**config.mk**
```make
export PLATFORM = sky130hd
export DESIGN_NAME = websocket_frame_receive_unmask
export DESIGN_NICKNAME = d
export VERILOG_FILES = /design/src/sv/wsru_pkg.sv /design/src/sv/wsru_parse.sv /design/src/sv/websocket_frame_receive_unmask.sv
export VERILOG_INCLUDE_DIRS = /design/src /design/src/sv
export SDC_FILE = /design/constraint.sdc
export NUM_CORES = 1
export LEC_CHECK = 0
export BUFFER_PORTS_ARGS = -buffer_cell sky130_fd_sc_hd__buf_2
export CORE_ASPECT_RATIO = 0.9
export CORE_UTILIZATION = 58
export CTS_CLUSTER_DIAMETER = 200
export DETAILED_ROUTE_END_ITERATION = 7
export PLACE_DENSITY_LB_ADDON = 0.15
export SLEW_MARGIN = 40
export SYNTH_ARGS = -nofsm -noshare
export SYNTH_HDL_FRONTEND = slang
export SYNTH_SLANG_ARGS = --single-unit
```
**constraint.sdc**
```tcl
create_clock -name clk -period 4.5 [get_ports clk]
set_input_delay 0.225 -clock clk [delete_from_list [all_inputs] [get_ports clk]]
set_output_delay 0.225 -clock clk [all_outputs]
set_load 0.1 [all_outputs]
```
**src/sv/assert_macros.svh**
```systemverilog
// Assertion macros used by the top-level RTL module.
`ifndef ASSERT_MACROS_SVH
`define ASSERT_MACROS_SVH

`ifndef SYNTHESIS

`define ASSERT_IMPLY(label, clk, rst_n, ante, cons) \
    label: assert property (@(posedge clk) disable iff (!rst_n) (ante) |-> (cons)) \
        else $error("assertion failed");

`define ASSERT_NEXT(label, clk, rst_n, ante, cons) \
    label: assert property (@(posedge clk) disable iff (!rst_n) (ante) |=> (cons)) \
        else $error("assertion failed");

`else

`define ASSERT_IMPLY(label, clk, rst_n, ante, cons)

`define ASSERT_NEXT(label, clk, rst_n, ante, cons)

`endif

`endif

```
**src/sv/wsru_pkg.sv**
```systemverilog
package wsru_pkg;

    localparam logic [2:0] PH_HDR1    = 3'd0;
    localparam logic [2:0] PH_HDR2    = 3'd1;
    localparam logic [2:0] PH_EXTLEN  = 3'd2;
    localparam logic [2:0] PH_MASK    = 3'd3;
    localparam logic [2:0] PH_PAYLOAD = 3'd4;
    localparam logic [2:0] PH_ERROR   = 3'd5;

    localparam logic [1:0] ERR_NONE     = 2'd0;
    localparam logic [1:0] ERR_OPCODE   = 2'd1;
    localparam logic [1:0] ERR_OVERSIZE = 2'd2;

    localparam logic [1:0] FK_DATA  = 2'd0;
    localparam logic [1:0] FK_CLOSE = 2'd1;
    localparam logic [1:0] FK_PING  = 2'd2;
    localparam logic [1:0] FK_PONG  = 2'd3;

    localparam logic [3:0] OP_CONT   = 4'h0;
    localparam logic [3:0] OP_TEXT   = 4'h1;
    localparam logic [3:0] OP_BINARY = 4'h2;
    localparam logic [3:0] OP_CLOSE  = 4'h8;
    localparam logic [3:0] OP_PING   = 4'h9;
    localparam logic [3:0] OP_PONG   = 4'hA;

    localparam logic [6:0] LEN7_EXT16 = 7'd126;
    localparam logic [6:0] LEN7_EXT64 = 7'd127;
    localparam logic [2:0] EXT16_BYTES = 3'd2;
    localparam logic [2:0] EXT64_BYTES = 3'd0;
    localparam logic [2:0] MASK_LAST   = 3'd3;

    localparam logic [31:0] MAX_LEN_RESET = 32'd65535;

    typedef struct packed {
        logic [2:0]  phase;
        logic [2:0]  cnt;
        logic [1:0]  fkind;
        logic        fin;
        logic        masked;
        logic [31:0] key;
        logic [1:0]  mphase;
        logic [1:0]  err;
        logic        len_hi;
    } wsru_state_t;

    typedef struct packed {
        logic       kind;
        logic [7:0] data;
        logic [1:0] fkind;
        logic       fin;
        logic       fend;
        logic [1:0] err;
    } wsru_result_t;

    function automatic logic known_opcode(input logic [3:0] op);
        return (op == OP_CONT) || (op == OP_TEXT) || (op == OP_BINARY) ||
               (op == OP_CLOSE) || (op == OP_PING) || (op == OP_PONG);
    endfunction

    function automatic logic [1:0] kind_of(input logic [3:0] op);
        logic [1:0] k;
        k = FK_DATA;
        if (op == OP_CLOSE) k = FK_CLOSE;
        if (op == OP_PING) k = FK_PING;
        if (op == OP_PONG) k = FK_PONG;
        return k;
    endfunction

endpackage

```
**src/sv/wsru_parse.sv**
```systemverilog
module wsru_parse #(
    parameter int CNT_W = 32
) (
    input  wsru_pkg::wsru_state_t  st,
    input  logic [CNT_W-1:0]       rem,
    input  logic [7:0]             rx_byte,
    input  logic [31:0]            max_len,
    output wsru_pkg::wsru_state_t  st_next,
    output logic [CNT_W-1:0]       rem_next,
    output wsru_pkg::wsru_result_t res
);
    import wsru_pkg::*;

    logic             do_len;
    logic [CNT_W-1:0] len_val;
    logic             len_hi;
    logic             over;
    logic [2:0]       cnt_dec;
    logic [7:0]       key_byte;

    always_comb
    begin
        st_next  = st;
        rem_next = rem;
        res.kind = 1'b0;
        res.data = rx_byte;
        res.fend = 1'b0;
        do_len   = 1'b0;
        len_val  = '0;
        len_hi   = 1'b0;
        over     = 1'b0;
        cnt_dec  = st.cnt - 3'd1;
        key_byte = st.key[31:24];

        unique case (st.phase)
            PH_ERROR:
            begin
            end
            PH_HDR2:
            begin
                st_next.masked = rx_byte[7];
                st_next.cnt    = 3'd0;
                st_next.len_hi = 1'b0;
                rem_next       = '0;
                if (rx_byte[6:0] == LEN7_EXT16 || rx_byte[6:0] == LEN7_EXT64)
                begin
                    st_next.phase  = PH_EXTLEN;
                    st_next.mphase = (rx_byte[6:0] == LEN7_EXT16) ? 2'd0 : 2'd1;
                    st_next.cnt    = (rx_byte[6:0] == LEN7_EXT16) ? EXT16_BYTES
                                                                   : EXT64_BYTES;
                end
                else
                begin
                    do_len  = 1'b1;
                    len_val = {{(CNT_W-7){1'b0}}, rx_byte[6:0]};
                end
            end
            PH_EXTLEN:
            begin
                len_val        = {rem[CNT_W-9:0], rx_byte};
                len_hi         = st.len_hi | (|rem[CNT_W-1 -: 8]);
                rem_next       = len_val;
                st_next.len_hi = len_hi;
                st_next.cnt    = cnt_dec;
                do_len         = (cnt_dec == 3'd0);
            end
            PH_MASK:
            begin
                st_next.key = {st.key[23:0], rx_byte};
                st_next.cnt = st.cnt + 3'd1;
                if (st.cnt == MASK_LAST)
                begin
                    st_next.cnt    = 3'd0;
                    st_next.mphase = 2'd0;
                    if (rem == '0)
                    begin
                        st_next.phase = PH_HDR1;
                        res.fend      = 1'b1;
                    end
                    else
                    begin
                        st_next.phase = PH_PAYLOAD;
                    end
                end
            end
            PH_PAYLOAD:
            begin
                res.kind = 1'b1;
                unique case (st.mphase)
                    2'd0: key_byte = st.key[31:24];
                    2'd1: key_byte = st.key[23:16];
                    2'd2: key_byte = st.key[15:8];
                    default: key_byte = st.key[7:0];
                endcase
                if (st.masked)
                begin
                    res.data = rx_byte ^ key_byte;
                end
                st_next.mphase = st.mphase + 2'd1;
                if (rem <= {{(CNT_W-1){1'b0}}, 1'b1})
                begin
                    rem_next      = '0;
                    res.fend      = 1'b1;
                    st_next.phase = PH_HDR1;
                end
                else
                begin
                    rem_next = rem - {{(CNT_W-1){1'b0}}, 1'b1};
                end
            end
            default:
            begin
                st_next.fkind = kind_of(rx_byte[3:0]);
                st_next.fin   = rx_byte[7];
                if (!known_opcode(rx_byte[3:0]))
                begin
                    st_next.err   = ERR_OPCODE;
                    st_next.phase = PH_ERROR;
                end
                else
                begin
                    st_next.phase = PH_HDR2;
                end
            end
        endcase

        if (do_len)
        begin
            over     = len_hi | ({{(33-CNT_W){1'b0}}, len_val} > {1'b0, max_len});
            rem_next = len_val;
            if (over)
            begin
                st_next.err   = ERR_OVERSIZE;
                st_next.phase = PH_ERROR;
            end
            else if (st_next.masked)
            begin
                st_next.phase = PH_MASK;
                st_next.cnt   = 3'd0;
                st_next.key   = '0;
            end
            else
            begin
                st_next.mphase = 2'd0;
                if (len_val == '0)
                begin
                    st_next.phase = PH_HDR1;
                    res.fend      = 1'b1;
                end
                else
                begin
                    st_next.phase = PH_PAYLOAD;
                end
            end
        end

        res.fkind = st_next.fkind;
        res.fin   = st_next.fin;
        res.err   = st_next.err;
    end

endmodule

```
**src/sv/websocket_frame_receive_unmask.sv**
```systemverilog
// Datapath: each byte is held in the input register, the parser computes its result and
// the result is registered in the result register; a stalled output holds both registers.
// Throughput: one byte per cycle while out_ready accepts results; the parser state updates in one
// pass between the input register and the result register, so bytes may follow back to back.
// Reset: rst_n is asynchronous and active low; the parser returns to the first header byte,
// the sticky error clears and max_len_reg returns to 65535.
module websocket_frame_receive_unmask #(
    parameter int LENGTH_WIDTH = 64
) (
    input  logic        clk,
    input  logic        rst_n,
    input  logic        cfg_we,
    input  logic [31:0] cfg_wdata,
    input  logic        in_valid,
    output logic        in_ready,
    input  logic [7:0]  rx_byte,
    output logic        out_valid,
    input  logic        out_ready,
    output logic        byte_kind,
    output logic [7:0]  data_byte,
    output logic [1:0]  frame_kind,
    output logic        is_final,
    output logic        frame_end,
    output logic [1:0]  error_code
);
    import wsru_pkg::*;

    `include "assert_macros.svh"

    localparam int CNT_W = (LENGTH_WIDTH < 32) ? LENGTH_WIDTH : 32;

    logic [31:0]      max_len_reg;
    logic             in_valid_reg;
    logic [7:0]       in_byte_reg;
    wsru_state_t      st_reg;
    wsru_state_t      st_next;
    logic [CNT_W-1:0] rem_reg;
    logic [CNT_W-1:0] rem_next;
    wsru_result_t     res_reg;
    wsru_result_t     res_next;
    logic             out_valid_reg;
    logic             advance;

    assign advance  = in_valid_reg && (!out_valid_reg || out_ready);
    assign in_ready = !in_valid_reg || advance;

    wsru_parse #(
        .CNT_W (CNT_W)
    ) u_parse (
        .st       (st_reg),
        .rem      (rem_reg),
        .rx_byte  (in_byte_reg),
        .max_len  (max_len_reg),
        .st_next  (st_next),
        .rem_next (rem_next),
        .res      (res_next)
    );

    always_ff @(posedge clk or negedge rst_n)
    begin
        if (!rst_n)
        begin
            max_len_reg <= MAX_LEN_RESET;
        end
        else if (cfg_we)
        begin
            max_len_reg <= cfg_wdata;
        end
    end

    always_ff @(posedge clk or negedge rst_n)
    begin
        if (!rst_n)
        begin
            in_valid_reg <= 1'b0;
        end
        else if (in_ready)
        begin
            in_valid_reg <= in_valid;
        end
    end

    always_ff @(posedge clk)
    begin
        if (in_ready && in_valid)
        begin
            in_byte_reg <= rx_byte;
        end
    end

    always_ff @(posedge clk or negedge rst_n)
    begin
        if (!rst_n)
        begin
            st_reg  <= '0;
            rem_reg <= '0;
        end
        else if (advance)
        begin
            st_reg  <= st_next;
            rem_reg <= rem_next;
        end
    end

    always_ff @(posedge clk or negedge rst_n)
    begin
        if (!rst_n)
        begin
            out_valid_reg <= 1'b0;
        end
        else if (!out_valid_reg || out_ready)
        begin
            out_valid_reg <= in_valid_reg;
        end
    end

    always_ff @(posedge clk)
    begin
        if (advance)
        begin
            res_reg <= res_next;
        end
    end

    assign out_valid  = out_valid_reg;
    assign byte_kind  = res_reg.kind;
    assign data_byte  = res_reg.data;
    assign frame_kind = res_reg.fkind;
    assign is_final   = res_reg.fin;
    assign frame_end  = res_reg.fend;
    assign error_code = res_reg.err;

    `ASSERT_IMPLY(a_payload_no_error, clk, rst_n, out_valid_reg && res_reg.kind,
                  res_reg.err == ERR_NONE)
    `ASSERT_IMPLY(a_error_quiet, clk, rst_n, out_valid_reg && (res_reg.err != ERR_NONE),
                  !res_reg.fend && !res_reg.kind)
    `ASSERT_NEXT(a_error_sticky, clk, rst_n, st_reg.err != ERR_NONE,
                 $stable(st_reg.err) && (st_reg.phase == PH_ERROR))
    `ASSERT_IMPLY(a_ready_when_empty, clk, rst_n, !out_valid_reg, in_ready)

endmodule

```
==> results.md <==
* Worst hold stages at 3
* Net Sw Frac at 0.427
* Fillers at 969
* Largest stage delay, worst path at about 0.56 ns
* Int Power at 3150 uW
* Post-Route WL at 21800 microns
* Pins Over Slew Limit at 0
* Multi-input logic area at roughly 0.0039 sq mm
* Post-Syn Area per Cell at 8.92 sq um
* Power Dens Cells at roughly 600 mW/mm^2
* Critical path capture point type: register
* Max Fclk at roughly 0.25 GHz
* Seq/Total Area, Yosys at 0.450
* Synthesized cell area at 0.00786 sq mm
* Placed cell area at 0.00830 sq mm
* Drt wl/cell at 19.4 microns
* Top cells by area, synth: dfrtp_1 (31%), edfxtp_1 (8.8%), ha_1 (6.5%)
* Synthesized flop and latch total at 136
* Clk pwr share at 0.255
* Worst path cell trace: nor3b_1, buf_4, o21ai_1, nand2_1, and2_1, ha_1, a21oi_1, o21ai_0, a221o_1, o311a_1, nor3_2, buf_4, o21ai_0
* Final TNS setup at 0 ns
* Post-route cell area at 0.00912 sq mm
* Synth area leader: dfrtp_1
* Nets at 1033
* DRT antenna net count at 0
* Delay-heaviest family, CP: compound AO/OA/AOI/OAI gates
* Number of global-route vias before repair at 7045
* Clock Latency Late Sink at approximately 0.44 ns
* Finish-stage setup viols at 0
* IO Count at 62
* Port bufs at 61
* Num CTS Buffers at 17
* Synth Warn # at 0
* Full die area at 0.0140 sq mm
* First-pass iteration count of the detailed router at 7
* # diodes at 0
* CTS tree: built
* Top cells by count, synth: nand2_1 (113), dfrtp_1 (97), o21ai_0 (89)
* HPWL Detailed at 14500 microns
* CTS root buffer: clkbuf_16
* CTS HTree Levels at 4
* GP Congestion at ~0.93
* Combinational power share at 0.403
* Grt ovf at 0
* Critical path class: reg2reg
* CTS Buffer Depth at 2
* Status: complete, no violations
* DRT iter0 DRCs at 967
* Layout cells sized above 1 at 0.152
* Worst Tran Pin Value at between 0.8 and 0.9 ns
* Antenna violations before repair at 0
* Number of synthesized flops with an enable pin at 23
* Async SR Flop Fraction at 0.831
* Data arrival, critical path at 4.32 ns
* Initial core utilization at 0.608
* Total core area at ~0.013 sq mm
* Worst hold path class: in2reg
* First-pass GRT wire length at ~36000 microns
* Worst slew margin at 0.441
* Largest register FFs at 47
* Fin crit period at 4.03 ns
* Post-synth top area share at 0.309
* Min Hold Slack at around 0.006 ns
* Net Sw Power at 2350 uW
* Via count at 7224
* Worst r2r path cells at 13
* Crit path depth at 13
* Vias/cell at about 6.4
* CP Buf/Inv Count at 2
* Sequential power share at 0.342
* Slowest CP cell: dfrtp_1
* GRT Overall Usage at 0.323
* Syn nets at between 900 and 1000
* CP max FO at 35
* Die width at 125 microns
* Die Span Y at between 100 and 150 microns
* Max_cap viols at 0
* Count leader, synth: nand2_1
* Fin. Hold Viols at 0
* Period Utilization, post-route at 0.896
* Startpoint types: register
* FF/Latch Area at roughly 0.0035 sq mm
* Top FF cell, synth: dfrtp_1
* Leakage at 0.00404 uW
* RSZ-0062 raised after global routing: false
* Residual DRC at 0
* Skew final at roughly 0.011 ns
* Maximum vdd drop at 0.417 mV
* Data required time of the worst path at 4.79 ns
* CTS sink count at around 140
* Largest net degree at the start of global routing at 82
* Reg clk slew, reported paths at 0.06 ns
* Mapped Cells at 881
* Netlist cell types at 67
* Syn-to-layout area delta at 16.1%
* FP Rows at 39
power groups by stage:
stage	clock, uW	sequential [uW]	combinational (uW)
after global routing	1460	1920	2430
after detailed placement	0	1880	2130
after global placement	0	1860	2060
final	1400	1880	2220
after floorplan	0	1940	1500
after CTS	1400	1860	2170
logic make-up (layout without fill, tap and decap cells):
kind of cell	Yosys count	after routing	synth area share
AO/OA/AOI/OAI	278	278	0.223
XOR/XNOR	16	16	0.0178
adder cells (fa/ha/maj)	41	41	0.0653
buffers and inverters	111	190	0.0541
flip-flops	136	136	0.450
multiplexers	4	4	0.00557
AND/OR/NAND/NOR	295	295	0.184
metal layers:
layer  GRT usage  up-vias  routed length (microns)
met1       0.448     3509                     9470
met3      0.0720       48                     1820
met4       0.125        0                      383
met5           0        -                        0
li1            -     3312                        -
met2       0.496      355                    10100
metrics by stage:
stage          power [uW]  instances   util  worst slack (ns)
2_1_floorplan        3440        881      -             0.969
3_3_place_gp         3920       1069  0.641             0.817
3_5_place_dp         4010       1069  0.642             0.589
4_1_cts              5430       1124  0.705             0.483
5_1_grt              5810       1124  0.706             0.236
6_report             5500       1124  0.706             0.469
layout make-up:
| class | count | area share |
|---|---|---|
| Clock inverter | 13 | 0.0163 |
| Tap cell | 164 | 0.0225 |
| Clock buffer | 19 | 0.0474 |
| Sequential cell | 136 | 0.388 |
| Inverter | 58 | 0.0239 |
| Multi-Input combinational cell | 634 | 0.429 |
| Timing Repair Buffer | 100 | 0.0731 |
placed cells by master, fill, tap and decap left out, types with 16 or more instances in the layout:
master,count
buf_4,17
clkbuf_16,17
dfstp_2,16
ha_1,41
a22oi_1,34
edfxtp_1,23
buf_2,59
o21ai_0,89
dfrtp_1,97
inv_1,56
nor2_1,60
and2_1,22
dlygate4sd3_1,23
nand2_1,113
a21oi_1,51
worst register-to-register path, stage by stage, from the launching register on:
cell     delay (ns)
dfrtp_1        0.56
nor3b_1        0.24
buf_4          0.17
o21ai_1        0.24
nand2_1        0.31
and2_1         0.26
ha_1           0.30
a21oi_1        0.17
o21ai_0        0.11
a221o_1        0.37
o311a_1        0.42
nor3_2         0.20
buf_4          0.36
o21ai_0        0.19
final timing paths:
check / start / to / slack, ns
setup reg to reg: st_reg[44]$_DFFE_PN0P_ / st_reg[26]$_DFFE_PN0P_ / 0.47
max in group asynchronous: rst_n / st_reg[26]$_DFFE_PN0P_ / 3.18
hold / removal: cfg_wdata[17] / max_len_reg[17]$_DFFE_PN0P_ / 0.006
setup / recovery: st_reg[44]$_DFFE_PN0P_ / st_reg[26]$_DFFE_PN0P_ / 0.47
min in group asynchronous: rst_n / max_len_reg[27]$_DFFE_PN0P_ / 0.40
hold reg to reg: st_reg[38]$_DFFE_PN0P_ / st_reg[38]$_DFFE_PN0P_ / 0.48
repair_timing:
item | CTS | global route
hold endpoints to repair | 86 | 0
hold buffers | 23 | 0
buffers inserted | 0 | 0
gates resized for setup | 0 | 0
(Power assumes the default switching activity.)
